==> config.mk <==
export PLATFORM = sky130hd
export DESIGN_NAME = gyro_bias_from_gravity_flat
export DESIGN_NICKNAME = d
export VERILOG_FILES = /design/src/rtl/gbg_pkg.sv /design/src/rtl/gbg_in_if.sv /design/src/rtl/gbg_out_if.sv /design/src/rtl/gbg_front.sv /design/src/rtl/gbg_queue.sv /design/src/rtl/gbg_back.sv /design/src/rtl/gyro_bias_from_gravity.sv /design/src/flat_wrapper.sv
export SDC_FILE = /design/constraint.sdc
export NUM_CORES = 2
export LEC_CHECK = 0
export BUFFER_PORTS_ARGS = -buffer_cell sky130_fd_sc_hd__buf_2
export CORE_ASPECT_RATIO = 0.5
export CORE_MARGIN = 2
export CORE_UTILIZATION = 43
export DETAILED_ROUTE_END_ITERATION = 16
export HOLD_SLACK_MARGIN = 0.03
export PLACE_DENSITY_LB_ADDON = 0.25
export SETUP_SLACK_MARGIN = 0.05
export SLEW_MARGIN = 5
export SYNTH_ARGS = -nofsm -noshare
export SYNTH_HDL_FRONTEND = slang
export SYNTH_SLANG_ARGS = --single-unit
==> constraint.sdc <==
create_clock -name i_clk -period 8.8 [get_ports i_clk]
set_clock_uncertainty 0.15 [all_clocks]
set_input_delay 0.88 -clock i_clk [delete_from_list [all_inputs] [get_ports i_clk]]
set_output_delay 0.88 -clock i_clk [all_outputs]
set_load 0.01 [all_outputs]
==> src/rtl/gbg_pkg.sv <==
// ============================================================================
// gbg_pkg: shared types and constants for the gyro bias estimator
// Field widths, queue entry layout, config register indexes and resets.
// ============================================================================
package gbg_pkg;

    localparam int SAMPLES_PER_UPDATE_DEF = 8;

    localparam int IN_W      = 16;   // accel, matrix row and interval width
    localparam int AVG_W     = 18;   // averaged accel, always within +/-2^17
    localparam int BIAS_W    = 32;   // Q16.16 bias
    localparam int Q_DEPTH   = 2;    // front-to-back queue depth

    localparam int CFG_IDX_W  = 1;
    localparam int CFG_DATA_W = 16;

    localparam logic [CFG_IDX_W-1:0] CFG_BIAS_GAIN  = 1'd0;
    localparam logic [CFG_IDX_W-1:0] CFG_LIMIT_RATE = 1'd1;

    localparam logic [CFG_DATA_W-1:0] BIAS_GAIN_RST  = 16'd655;
    localparam logic [CFG_DATA_W-1:0] LIMIT_RATE_RST = 16'd1331;

    typedef struct packed {
        logic [CFG_DATA_W-1:0] bias_gain;
        logic [CFG_DATA_W-1:0] limit_rate;
    } t_cfg;

    // One classified item: update flag plus everything the back end needs
    typedef struct packed {
        logic                     upd;
        logic signed [AVG_W-1:0]  ax;
        logic signed [AVG_W-1:0]  ay;
        logic signed [AVG_W-1:0]  az;
        logic signed [IN_W-1:0]   rx;
        logic signed [IN_W-1:0]   ry;
        logic signed [IN_W-1:0]   rz;
        logic [IN_W-1:0]          dt;
    } t_qent;

endpackage

==> src/rtl/gbg_in_if.sv <==
// ============================================================================
// gbg_in_if: sample channel
// Valid/ready channel carrying one accelerometer sample, matrix row, interval.
// ============================================================================
interface gbg_in_if;
    logic        valid;
    logic        ready;
    logic signed [15:0] accel_x;
    logic signed [15:0] accel_y;
    logic signed [15:0] accel_z;
    logic signed [15:0] rot_x;
    logic signed [15:0] rot_y;
    logic signed [15:0] rot_z;
    logic [15:0] interval;

    modport source (
        output valid, accel_x, accel_y, accel_z, rot_x, rot_y, rot_z, interval,
        input  ready
    );
    modport sink (
        input  valid, accel_x, accel_y, accel_z, rot_x, rot_y, rot_z, interval,
        output ready
    );
endinterface

==> src/rtl/gbg_out_if.sv <==
// ============================================================================
// gbg_out_if: bias result channel
// Valid/ready channel carrying the current X/Y bias and the update flag.
// ============================================================================
interface gbg_out_if;
    logic        valid;
    logic        ready;
    logic signed [31:0] bias_x;
    logic signed [31:0] bias_y;
    logic        updated;

    modport source (output valid, bias_x, bias_y, updated, input ready);
    modport sink   (input  valid, bias_x, bias_y, updated, output ready);
endinterface

==> src/rtl/gbg_front.sv <==
// ============================================================================
// gbg_front: sample accumulator and classifier
// Sums accel samples, counts them, and pushes each item into the queue,
// tagged as an update item (with averaged accel) on every Nth sample.
// ============================================================================
module gbg_front #(
    parameter int SAMPLES_PER_UPDATE = gbg_pkg::SAMPLES_PER_UPDATE_DEF
) (
    input  logic            i_clk,
    input  logic            i_rst_n,
    gbg_in_if.sink          i_in,
    input  logic            i_q_full,
    output logic            o_q_push,
    output gbg_pkg::t_qent  o_q_data
);
    localparam int SUM_W     = gbg_pkg::IN_W + $clog2(SAMPLES_PER_UPDATE);
    localparam int CNT_W     = $clog2(SAMPLES_PER_UPDATE + 1);
    localparam int AVG_SHIFT = $clog2(SAMPLES_PER_UPDATE + 1) - 1;   // floor(log2 N)

    logic signed [SUM_W-1:0] r_sum_x, r_sum_y, r_sum_z;
    logic signed [SUM_W-1:0] n_sum_x, n_sum_y, n_sum_z;
    logic [CNT_W-1:0]        r_cnt;
    logic                    accept;
    logic                    last;

    assign i_in.ready = !i_q_full;
    assign accept     = i_in.valid && !i_q_full;
    assign last       = (r_cnt == CNT_W'(SAMPLES_PER_UPDATE - 1));

    assign n_sum_x = r_sum_x + SUM_W'(i_in.accel_x);
    assign n_sum_y = r_sum_y + SUM_W'(i_in.accel_y);
    assign n_sum_z = r_sum_z + SUM_W'(i_in.accel_z);

    always_comb begin
        o_q_push     = accept;
        o_q_data.upd = last;
        o_q_data.ax  = gbg_pkg::AVG_W'(n_sum_x >>> AVG_SHIFT);
        o_q_data.ay  = gbg_pkg::AVG_W'(n_sum_y >>> AVG_SHIFT);
        o_q_data.az  = gbg_pkg::AVG_W'(n_sum_z >>> AVG_SHIFT);
        o_q_data.rx  = i_in.rot_x;
        o_q_data.ry  = i_in.rot_y;
        o_q_data.rz  = i_in.rot_z;
        o_q_data.dt  = i_in.interval;
    end

    always_ff @(posedge i_clk) begin
        if (!i_rst_n) begin
            r_sum_x <= '0;
            r_sum_y <= '0;
            r_sum_z <= '0;
            r_cnt   <= '0;
        end else if (accept) begin
            if (last) begin
                r_sum_x <= '0;
                r_sum_y <= '0;
                r_sum_z <= '0;
                r_cnt   <= '0;
            end else begin
                r_sum_x <= n_sum_x;
                r_sum_y <= n_sum_y;
                r_sum_z <= n_sum_z;
                r_cnt   <= r_cnt + CNT_W'(1);
            end
        end
    end
endmodule

==> src/rtl/gbg_queue.sv <==
// ============================================================================
// gbg_queue: short item queue
// Register FIFO between the classifier and the bias update sequencer.
// ============================================================================
module gbg_queue (
    input  logic            i_clk,
    input  logic            i_rst_n,
    input  logic            i_push,
    input  gbg_pkg::t_qent  i_data,
    input  logic            i_pop,
    output gbg_pkg::t_qent  o_data,
    output logic            o_full,
    output logic            o_empty
);
    localparam int PTR_W = (gbg_pkg::Q_DEPTH > 1) ? $clog2(gbg_pkg::Q_DEPTH) : 1;
    localparam int CNT_W = $clog2(gbg_pkg::Q_DEPTH + 1);

    gbg_pkg::t_qent   r_mem [gbg_pkg::Q_DEPTH];
    logic [PTR_W-1:0] r_wr_ptr, r_rd_ptr;
    logic [CNT_W-1:0] r_cnt;
    logic             do_push, do_pop;

    assign o_full  = (r_cnt == CNT_W'(gbg_pkg::Q_DEPTH));
    assign o_empty = (r_cnt == '0);
    assign o_data  = r_mem[r_rd_ptr];
    assign do_push = i_push && !o_full;
    assign do_pop  = i_pop && !o_empty;

    always_ff @(posedge i_clk) begin
        if (do_push) begin
            r_mem[r_wr_ptr] <= i_data;
        end
    end

    always_ff @(posedge i_clk) begin
        if (!i_rst_n) begin
            r_wr_ptr <= '0;
            r_rd_ptr <= '0;
            r_cnt    <= '0;
        end else begin
            if (do_push) begin
                r_wr_ptr <= (r_wr_ptr == PTR_W'(gbg_pkg::Q_DEPTH - 1)) ? '0
                                                                         : r_wr_ptr + PTR_W'(1);
            end
            if (do_pop) begin
                r_rd_ptr <= (r_rd_ptr == PTR_W'(gbg_pkg::Q_DEPTH - 1)) ? '0
                                                                         : r_rd_ptr + PTR_W'(1);
            end
            if (do_push && !do_pop) begin
                r_cnt <= r_cnt + CNT_W'(1);
            end else if (do_pop && !do_push) begin
                r_cnt <= r_cnt - CNT_W'(1);
            end
        end
    end
endmodule

==> src/rtl/gbg_back.sv <==
// ============================================================================
// gbg_back: bias update sequencer
// Runs the error, clamp and gain math on one shared registered multiplier,
// keeps the saturating X/Y biases and drives the output register.
// ============================================================================
module gbg_back (
    input  logic            i_clk,
    input  logic            i_rst_n,
    input  gbg_pkg::t_cfg   i_cfg,
    input  gbg_pkg::t_qent  i_q_data,
    input  logic            i_q_empty,
    output logic            o_q_pop,
    gbg_out_if.source       o_out
);
    localparam int MA_W  = 41;   // multiplier A operand (clamped term up to 40b)
    localparam int MB_W  = 17;   // multiplier B operand
    localparam int P_W   = MA_W + MB_W;
    localparam int E_W   = 35;   // error terms
    localparam int LIM_W = 38;   // limit_rate * interval << 6
    localparam int C_W   = 40;   // clamped term
    localparam int D_W   = 36;   // bias increment and sum

    typedef enum logic [3:0] {
        S_IDLE, S_P0, S_P1, S_P2, S_P3, S_P4, S_P5, S_P6, S_P7, S_P8, S_P9, S_DONE
    } t_state;

    t_state                         r_state;
    logic                           r_upd;
    logic signed [gbg_pkg::AVG_W-1:0] r_ax, r_ay, r_az;
    logic signed [gbg_pkg::IN_W-1:0]  r_rx, r_ry, r_rz;
    logic [gbg_pkg::IN_W-1:0]       r_dt;
    logic signed [P_W-1:0]          r_prod;
    logic signed [E_W-1:0]          r_acc, r_e0;
    logic [LIM_W-1:0]               r_lim;
    logic signed [C_W-1:0]          r_c0, r_c1;
    logic signed [gbg_pkg::BIAS_W-1:0] r_bias_x, r_bias_y;
    logic                           r_out_valid;
    logic signed [gbg_pkg::BIAS_W-1:0] r_out_x, r_out_y;
    logic                           r_out_upd;

    logic signed [MA_W-1:0]         mul_a;
    logic signed [MB_W-1:0]         mul_b;
    logic signed [MB_W-1:0]         dt_s, gain_s;

    function automatic logic signed [C_W-1:0] clamp(
        input logic signed [P_W-1:0] p,
        input logic [LIM_W-1:0]      lim
    );
        logic signed [P_W-1:0] l;
        l = $signed({{(P_W-LIM_W){1'b0}}, lim});
        if (p > l) begin
            clamp = C_W'(l);
        end else if (p < -l) begin
            clamp = C_W'(-l);
        end else begin
            clamp = C_W'(p);
        end
    endfunction

    // bias + floor(p / 2^22), saturated to 32 bits
    function automatic logic signed [gbg_pkg::BIAS_W-1:0] sat_add(
        input logic signed [gbg_pkg::BIAS_W-1:0] b,
        input logic signed [P_W-1:0]             p
    );
        logic signed [D_W-1:0] d;
        logic signed [D_W-1:0] s;
        d = D_W'(p >>> 22);
        s = D_W'(b) + d;
        if (s > D_W'(36'sh07FFFFFFF)) begin
            sat_add = 32'sh7FFFFFFF;
        end else if (s < -D_W'(36'sh080000000)) begin
            sat_add = 32'sh80000000;
        end else begin
            sat_add = gbg_pkg::BIAS_W'(s);
        end
    endfunction

    assign dt_s    = $signed({1'b0, r_dt});
    assign gain_s  = $signed({1'b0, i_cfg.bias_gain});
    assign o_q_pop = (r_state == S_IDLE) && !i_q_empty;

    assign o_out.valid   = r_out_valid;
    assign o_out.bias_x  = r_out_x;
    assign o_out.bias_y  = r_out_y;
    assign o_out.updated = r_out_upd;

    // operand select for the shared multiplier
    always_comb begin
        case (r_state)
            S_P0: begin
                mul_a = MA_W'(r_ay);
                mul_b = MB_W'(r_rz);
            end
            S_P1: begin
                mul_a = MA_W'(r_az);
                mul_b = MB_W'(r_rx);
            end
            S_P2: begin
                mul_a = MA_W'(r_az);
                mul_b = MB_W'(r_ry);
            end
            S_P3: begin
                mul_a = MA_W'(r_ax);
                mul_b = MB_W'(r_rz);
            end
            S_P4: begin
                mul_a = $signed({{(MA_W-gbg_pkg::CFG_DATA_W){1'b0}}, i_cfg.limit_rate});
                mul_b = dt_s;
            end
            S_P5: begin
                mul_a = MA_W'(r_e0);
                mul_b = dt_s;
            end
            S_P6: begin
                mul_a = MA_W'(r_acc);
                mul_b = dt_s;
            end
            S_P7: begin
                mul_a = MA_W'(r_c0);
                mul_b = gain_s;
            end
            S_P8: begin
                mul_a = MA_W'(r_c1);
                mul_b = gain_s;
            end
            default: begin
                mul_a = '0;
                mul_b = '0;
            end
        endcase
    end

    always_ff @(posedge i_clk) begin
        r_prod <= mul_a * mul_b;
    end

    always_ff @(posedge i_clk) begin
        if (!i_rst_n) begin
            r_state     <= S_IDLE;
            r_bias_x    <= '0;
            r_bias_y    <= '0;
            r_out_valid <= 1'b0;
        end else begin
            // S_DONE handles the output register itself
            if (r_out_valid && o_out.ready && r_state != S_DONE) begin
                r_out_valid <= 1'b0;
            end
            case (r_state)
                S_IDLE: begin
                    if (!i_q_empty) begin
                        r_upd   <= i_q_data.upd;
                        r_ax    <= i_q_data.ax;
                        r_ay    <= i_q_data.ay;
                        r_az    <= i_q_data.az;
                        r_rx    <= i_q_data.rx;
                        r_ry    <= i_q_data.ry;
                        r_rz    <= i_q_data.rz;
                        r_dt    <= i_q_data.dt;
                        r_state <= i_q_data.upd ? S_P0 : S_DONE;
                    end
                end
                S_P0: r_state <= S_P1;
                S_P1: begin
                    r_acc   <= E_W'(r_prod);             // ay*rz
                    r_state <= S_P2;
                end
                S_P2: begin
                    r_e0    <= r_acc + E_W'(r_prod);     // + az*rx
                    r_state <= S_P3;
                end
                S_P3: begin
                    r_acc   <= -E_W'(r_prod);            // -(az*ry)
                    r_state <= S_P4;
                end
                S_P4: begin
                    r_acc   <= r_acc - E_W'(r_prod);     // - ax*rz
                    r_state <= S_P5;
                end
                S_P5: begin
                    r_lim   <= {r_prod[31:0], 6'd0};
                    r_state <= S_P6;
                end
                S_P6: begin
                    r_c0    <= clamp(r_prod, r_lim);
                    r_state <= S_P7;
                end
                S_P7: begin
                    r_c1    <= clamp(r_prod, r_lim);
                    r_state <= S_P8;
                end
                S_P8: begin
                    r_bias_x <= sat_add(r_bias_x, r_prod);
                    r_state  <= S_P9;
                end
                S_P9: begin
                    r_bias_y <= sat_add(r_bias_y, r_prod);
                    r_state  <= S_DONE;
                end
                S_DONE: begin
                    if (!r_out_valid || o_out.ready) begin
                        r_out_valid <= 1'b1;
                        r_out_x     <= r_bias_x;
                        r_out_y     <= r_bias_y;
                        r_out_upd   <= r_upd;
                        r_state     <= S_IDLE;
                    end
                end
                default: r_state <= S_IDLE;
            endcase
        end
    end
endmodule

==> src/rtl/gyro_bias_from_gravity.sv <==
// ============================================================================
// gyro_bias_from_gravity: gyro X/Y bias estimation from the gravity vector
// Accumulates accel samples and every Nth sample corrects the gyro biases.
// ============================================================================
// Usage:
//   i_in   : one item per IMU sample (accel xyz, third matrix row, interval).
//   o_out  : exactly one item per input item, in order: current X/Y bias
//            (Q16.16) and an updated flag set on every Nth sample.
//   i_cfg_*: register writes (bias_gain, limit_rate); the user must make them
//            while idle, unenforced by the block; applied on the next clock.
// Sequencing:
//   The front end pushes each accepted item into the queue; i_in.ready
//   drops only when the two-entry queue is full.
//   Plain item: popped in S_IDLE, then S_DONE loads the output register.
//   Update item: S_P0 to S_P9 make nine passes through the one shared 41x17
//   multiplier and the bias adds; the next item is popped only in S_IDLE.
// Reset:
//   Sums, count and biases clear; gain 655 and limit rate 1331 load.
// Stall:
//   A finished item waits in the output register; the sequencer finishes
//   the next item and then holds, and the queue absorbs two more before
//   i_in.ready drops.
// ============================================================================
module gyro_bias_from_gravity #(
    parameter int SAMPLES_PER_UPDATE = gbg_pkg::SAMPLES_PER_UPDATE_DEF
) (
    input  logic                              i_clk,
    input  logic                              i_rst_n,
    gbg_in_if.sink                            i_in,
    gbg_out_if.source                         o_out,
    input  logic                              i_cfg_we,
    input  logic [gbg_pkg::CFG_IDX_W-1:0]     i_cfg_idx,
    input  logic [gbg_pkg::CFG_DATA_W-1:0]    i_cfg_data
);
    gbg_pkg::t_cfg  r_cfg;
    gbg_pkg::t_qent q_wr_data, q_rd_data;
    logic           q_push, q_pop, q_full, q_empty;

    // configuration registers
    always_ff @(posedge i_clk) begin
        if (!i_rst_n) begin
            r_cfg.bias_gain  <= gbg_pkg::BIAS_GAIN_RST;
            r_cfg.limit_rate <= gbg_pkg::LIMIT_RATE_RST;
        end else if (i_cfg_we) begin
            case (i_cfg_idx)
                gbg_pkg::CFG_BIAS_GAIN:  r_cfg.bias_gain  <= i_cfg_data;
                gbg_pkg::CFG_LIMIT_RATE: r_cfg.limit_rate <= i_cfg_data;
                default: ;
            endcase
        end
    end

    // front: accumulate and classify
    gbg_front #(
        .SAMPLES_PER_UPDATE (SAMPLES_PER_UPDATE)
    ) u_front (
        .i_clk    (i_clk),
        .i_rst_n  (i_rst_n),
        .i_in     (i_in),
        .i_q_full (q_full),
        .o_q_push (q_push),
        .o_q_data (q_wr_data)
    );

    // decoupling queue
    gbg_queue u_queue (
        .i_clk   (i_clk),
        .i_rst_n (i_rst_n),
        .i_push  (q_push),
        .i_data  (q_wr_data),
        .i_pop   (q_pop),
        .o_data  (q_rd_data),
        .o_full  (q_full),
        .o_empty (q_empty)
    );

    // back: bias math and output register
    gbg_back u_back (
        .i_clk     (i_clk),
        .i_rst_n   (i_rst_n),
        .i_cfg     (r_cfg),
        .i_q_data  (q_rd_data),
        .i_q_empty (q_empty),
        .o_q_pop   (q_pop),
        .o_out     (o_out)
    );
endmodule
==> src/flat_wrapper.sv <==
// flat-port wrapper written by rule: the top's interface ports become plain ports
module gyro_bias_from_gravity_flat 
#(
    parameter int SAMPLES_PER_UPDATE = gbg_pkg::SAMPLES_PER_UPDATE_DEF
)
  (i_clk, i_rst_n, i_cfg_we, i_cfg_idx, i_cfg_data, i_in_valid, i_in_accel_x, i_in_accel_y, i_in_accel_z, i_in_rot_x, i_in_rot_y, i_in_rot_z, i_in_interval, i_in_ready, o_out_valid, o_out_bias_x, o_out_bias_y, o_out_updated, o_out_ready);
  gbg_in_if i_in_i ();
  gbg_out_if o_out_i ();
  input  logic i_clk;
  input  logic i_rst_n;
  input  logic i_cfg_we;
  input  logic [gbg_pkg::CFG_IDX_W-1:0] i_cfg_idx;
  input  logic [gbg_pkg::CFG_DATA_W-1:0] i_cfg_data;
  input wire logic [$bits(i_in_i.valid)-1:0] i_in_valid;
  input wire logic [$bits(i_in_i.accel_x)-1:0] i_in_accel_x;
  input wire logic [$bits(i_in_i.accel_y)-1:0] i_in_accel_y;
  input wire logic [$bits(i_in_i.accel_z)-1:0] i_in_accel_z;
  input wire logic [$bits(i_in_i.rot_x)-1:0] i_in_rot_x;
  input wire logic [$bits(i_in_i.rot_y)-1:0] i_in_rot_y;
  input wire logic [$bits(i_in_i.rot_z)-1:0] i_in_rot_z;
  input wire logic [$bits(i_in_i.interval)-1:0] i_in_interval;
  output wire logic [$bits(i_in_i.ready)-1:0] i_in_ready;
  output wire logic [$bits(o_out_i.valid)-1:0] o_out_valid;
  output wire logic [$bits(o_out_i.bias_x)-1:0] o_out_bias_x;
  output wire logic [$bits(o_out_i.bias_y)-1:0] o_out_bias_y;
  output wire logic [$bits(o_out_i.updated)-1:0] o_out_updated;
  input wire logic [$bits(o_out_i.ready)-1:0] o_out_ready;
  assign i_in_i.valid = i_in_valid;
  assign i_in_i.accel_x = i_in_accel_x;
  assign i_in_i.accel_y = i_in_accel_y;
  assign i_in_i.accel_z = i_in_accel_z;
  assign i_in_i.rot_x = i_in_rot_x;
  assign i_in_i.rot_y = i_in_rot_y;
  assign i_in_i.rot_z = i_in_rot_z;
  assign i_in_i.interval = i_in_interval;
  assign i_in_ready = i_in_i.ready;
  assign o_out_valid = o_out_i.valid;
  assign o_out_bias_x = o_out_i.bias_x;
  assign o_out_bias_y = o_out_i.bias_y;
  assign o_out_updated = o_out_i.updated;
  assign o_out_i.ready = o_out_ready;
  gyro_bias_from_gravity #(.SAMPLES_PER_UPDATE(SAMPLES_PER_UPDATE)) u_core (.i_clk(i_clk), .i_rst_n(i_rst_n), .i_in(i_in_i), .o_out(o_out_i), .i_cfg_we(i_cfg_we), .i_cfg_idx(i_cfg_idx), .i_cfg_data(i_cfg_data));
endmodule
==> metrics.cfg <==
[cells_and_area]
final_net_count=7827
syn_to_final_growth_pct=11.8
drive_above_1_share_pct=12.2

[detailed_routing]
routed_wl_um=185000
dr.pass1.iters=6
postRouteAntennaNets=0
vias_per_cell=5.52
drt-initial-drc-count=4810
drc=0
vias=47900
wl_per_cell_um=21.3

[clock_network]
cts_buffer_depth=3
clk_pin_slew_worst_paths_ps=60
cts_made_buffers=82
cts_tree=done
worstSkewPairLatency_ps=700
cts_root_buffer=clkbuf_16
htreeDepth=3
clock_sinks=811
holdBufCountCts=0

[flow_run]
maxCapViolations=0

[logic_synthesis]
synth_edf_count=586
syn-instance-count=6384
syn_area_per_cell_um2=10.1
yosys_warnings=0
ys_seq_area_share_pct=34.4
synth_cell_types=81
synth_area_um2=64300
synth-seq-cells=811
ys.flop_type=edfxtp_1
async_reset_ff_share_pct=0
syn_nets=7583

[critical_path]
crit_path_max_fanout=35
slowest_stage=fa_1
crit_buf_inv=7
setup.worst_path.start_class=register
crit_path_end_kind=register
crit_type=register to register
cpMostUsedCell=fa_1
required_ps=9270
critPathTopFamily=adder cells
slowest_delay_ps=570
crit_arrival_ps=8870

[sta]
rsz0062_at_grt=no
finalSetupTns_ps=0
worst_pin_slew_ps=1330
finalCriticalPeriod_ps=8400
max_freq_mhz=119
setup_violations=0
fin_crit_sh_pct=95.5
drv_slew=0
finalHoldViolations=0
slew_headroom_pct=10.9

[die]
initial_core_util_pct=43.3
pin_count=201
die_width_um=551
row_count=100
die_area_um2=153000
die_y_um=277
coreArea_um2=149000

[placed_design]
io_buffers=200
dp_hpwl_um=144000
place.gp.congestion=0.929

[grt]
grt_pass1_vias=47300
antenna_found_initial=7
gr-usage-all-layers_pct=24.4
grt_max_degree=84
grt_overflow=0
grt_pass1_wl_um=288000

[run_status]
status=finished, final reports clean

[worst_hold_path]
min_path_type=input pin to register

[registers in the layout, summed over array words and instances, names as in the netlist, 19 cells and up, named ones only]
signal	cells
u_core.u_back.r_e0	35
u_core.u_queue.r_mem	226
u_core.u_back.o_out.bias_x	32
u_core.u_front.r_sum_x	19
u_core.u_front.r_sum_z	19
u_core.r_cfg	32
u_core.u_back.r_lim	32
u_core.u_front.r_sum_y	19
u_core.u_back.r_c1	40
u_core.u_back.r_acc	35
u_core.u_back.o_out.bias_y	32
u_core.u_back.r_bias_x	32
u_core.u_back.r_bias_y	32
u_core.u_back.r_c0	40
u_core.u_back.r_prod	58
[kinds of logic after synthesis]
group / count (synthesis) / synth area share (%)
mux: 187 / 3.20
simple gates: 1746 / 11.9
xor+xnor: 286 / 3.92
buf+inv: 1135 / 6.71
fa+ha+maj: 1065 / 28.3
flops: 811 / 34.4
compound gates: 1154 / 11.5
[layer usage]
metal  vias up  global-route usage [%]  share of wire (%)
met5         -                       0                  0
met4         0                    3.40                1.2
met3       162                    4.48                8.4
met2      1579                    36.0                 43
met1     24100                    37.9                 48
li1      22100                       -                  -
[metrics by stage]
stage / std cells / hold WS [ps] / worst slack (ps) / util (%) / instance area, um^2
floorplan: 6384 / 250 / 425 / - / 64300
global placement: 8524 / 293 / 132 / 46.4 / 68900
detailed placement: 8524 / 296 / 65.5 / 46.4 / 68900
CTS: 8678 / 180 / 61.1 / 48.2 / 71700
global route: 8687 / 184 / 20.2 / 48.4 / 71900
finish: 8688 / 224 / 396 / 48.4 / 71900
[layout make-up]
| type | instances | area, um^2 |
|---|---|---|
| Clock inverter | 51 | 554 |
| Timing Repair Buffer | 453 | 3170 |
| Sequential cell | 811 | 22100 |
| Fill cell | 13800 | 76700 |
| Antenna cell | 1 | 2.50 |
| Inverter | 842 | 3160 |
| Tap cell | 1989 | 2490 |
| Multi-Input combinational cell | 4438 | 38200 |
| Clock buffer | 103 | 2210 |
[final timing paths]
kind | startpoint | end | slack, ps | depth (start not counted)
worst max-delay path | u_core.u_back.r_state[0] | u_core.u_back.r_prod[38] | 400 | 27
worst min-delay path | i_in_rot_x[0] | u_core.u_queue.r_mem[1][48] | 220 | 1
worst max register to register | u_core.u_back.r_state[0] | u_core.u_back.r_prod[38] | 400 | 27
worst min register to register | u_core.u_back.r_bias_y[27] | u_core.u_back.o_out.bias_y[27] | 310 | 0
[layout by cell type (no fill, tap or decap), types with 17 or more instances in the layout]
master,n
inv_1,839
fa_1,653
nor2_1,615
nand2_1,611
edfxtp_1,586
ha_1,412
a21oi_1,335
buf_4,224
o21ai_0,222
dfxtp_1,221
xnor2_1,217
buf_2,200
mux2_2,146
a21o_1,127
a22oi_1,107
nor3_1,95
clkbuf_16,84
nand3_1,76
xor2_1,68
nand4_1,55
o21bai_1,45
nand2b_1,43
and3_1,41
mux2i_1,40
nor2b_1,39
o21a_1,36
and2_1,35
a31oi_1,34
a211oi_1,33
a222oi_1,25
o22ai_1,23
or3_1,20
nor4_1,19
clkinv_1,17
buf_12,17
[cells in the mapped netlist (10+ instances only)]
cell type | number | area share [%]
a211o_1 | 15 | 0.20
a211oi_1 | 33 | 0.39
a21o_1 | 127 | 1.5
a21oi_1 | 341 | 2.7
a221o_1 | 13 | 0.20
a222oi_1 | 25 | 0.39
a22oi_1 | 107 | 1.2
a31oi_1 | 35 | 0.34
a41oi_1 | 10 | 0.14
and2_1 | 37 | 0.36
and3_1 | 42 | 0.41
and4_1 | 16 | 0.22
buf_1 | 18 | 0.11
buf_2 | 12 | 0.093
clkbuf_1 | 256 | 1.5
dfxtp_1 | 225 | 7.0
edfxtp_1 | 586 | 27
fa_1 | 653 | 20
ha_1 | 412 | 8.0
inv_1 | 839 | 4.9
mux2_2 | 146 | 2.6
mux2i_1 | 40 | 0.62
nand2_1 | 617 | 3.6
nand2b_1 | 45 | 0.44
nand3_1 | 76 | 0.59
nand4_1 | 55 | 0.53
nor2_1 | 626 | 3.7
nor2b_1 | 39 | 0.38
nor3_1 | 105 | 0.82
nor4_1 | 23 | 0.22
o211ai_1 | 12 | 0.14
o21a_1 | 36 | 0.42
o21ai_0 | 224 | 1.7
o21ai_1 | 13 | 0.10
o21bai_1 | 45 | 0.53
o22ai_1 | 24 | 0.23
o31ai_1 | 13 | 0.15
o41ai_1 | 12 | 0.16
or2_2 | 13 | 0.13
or3_1 | 20 | 0.19
or4_1 | 14 | 0.16
xnor2_1 | 217 | 3.0
xor2_1 | 68 | 0.93
[repair_timing]
action                     CTS  global route
setup buffers                0             9
setup endpoints to repair    2            23
resized for setup            1            50
pin swaps                    0             4
[worst reg2reg max path: stages, from the launching register on]
cell and delay, ps:
dfxtp_4 380, nand2_1 140, buf_4 190, nor2_1 70, buf_4 190, buf_4 190
a222oi_1 360, buf_4 220, buf_6 320, nor2_1 140, fa_1 520, fa_1 520
fa_1 570, fa_1 550, fa_1 560, inv_1 60, fa_1 530, inv_1 40
ha_1 230, or4_1 540, a31oi_1 260, nor3_2 140, nand2b_1 270, a221oi_1 520
o31ai_1 190, a21o_1 210, a21oi_1 160, xnor2_1 130
Power is not shown: default switching activity piles up to over one toggle a cycle in this logic, so the estimate is an artifact.
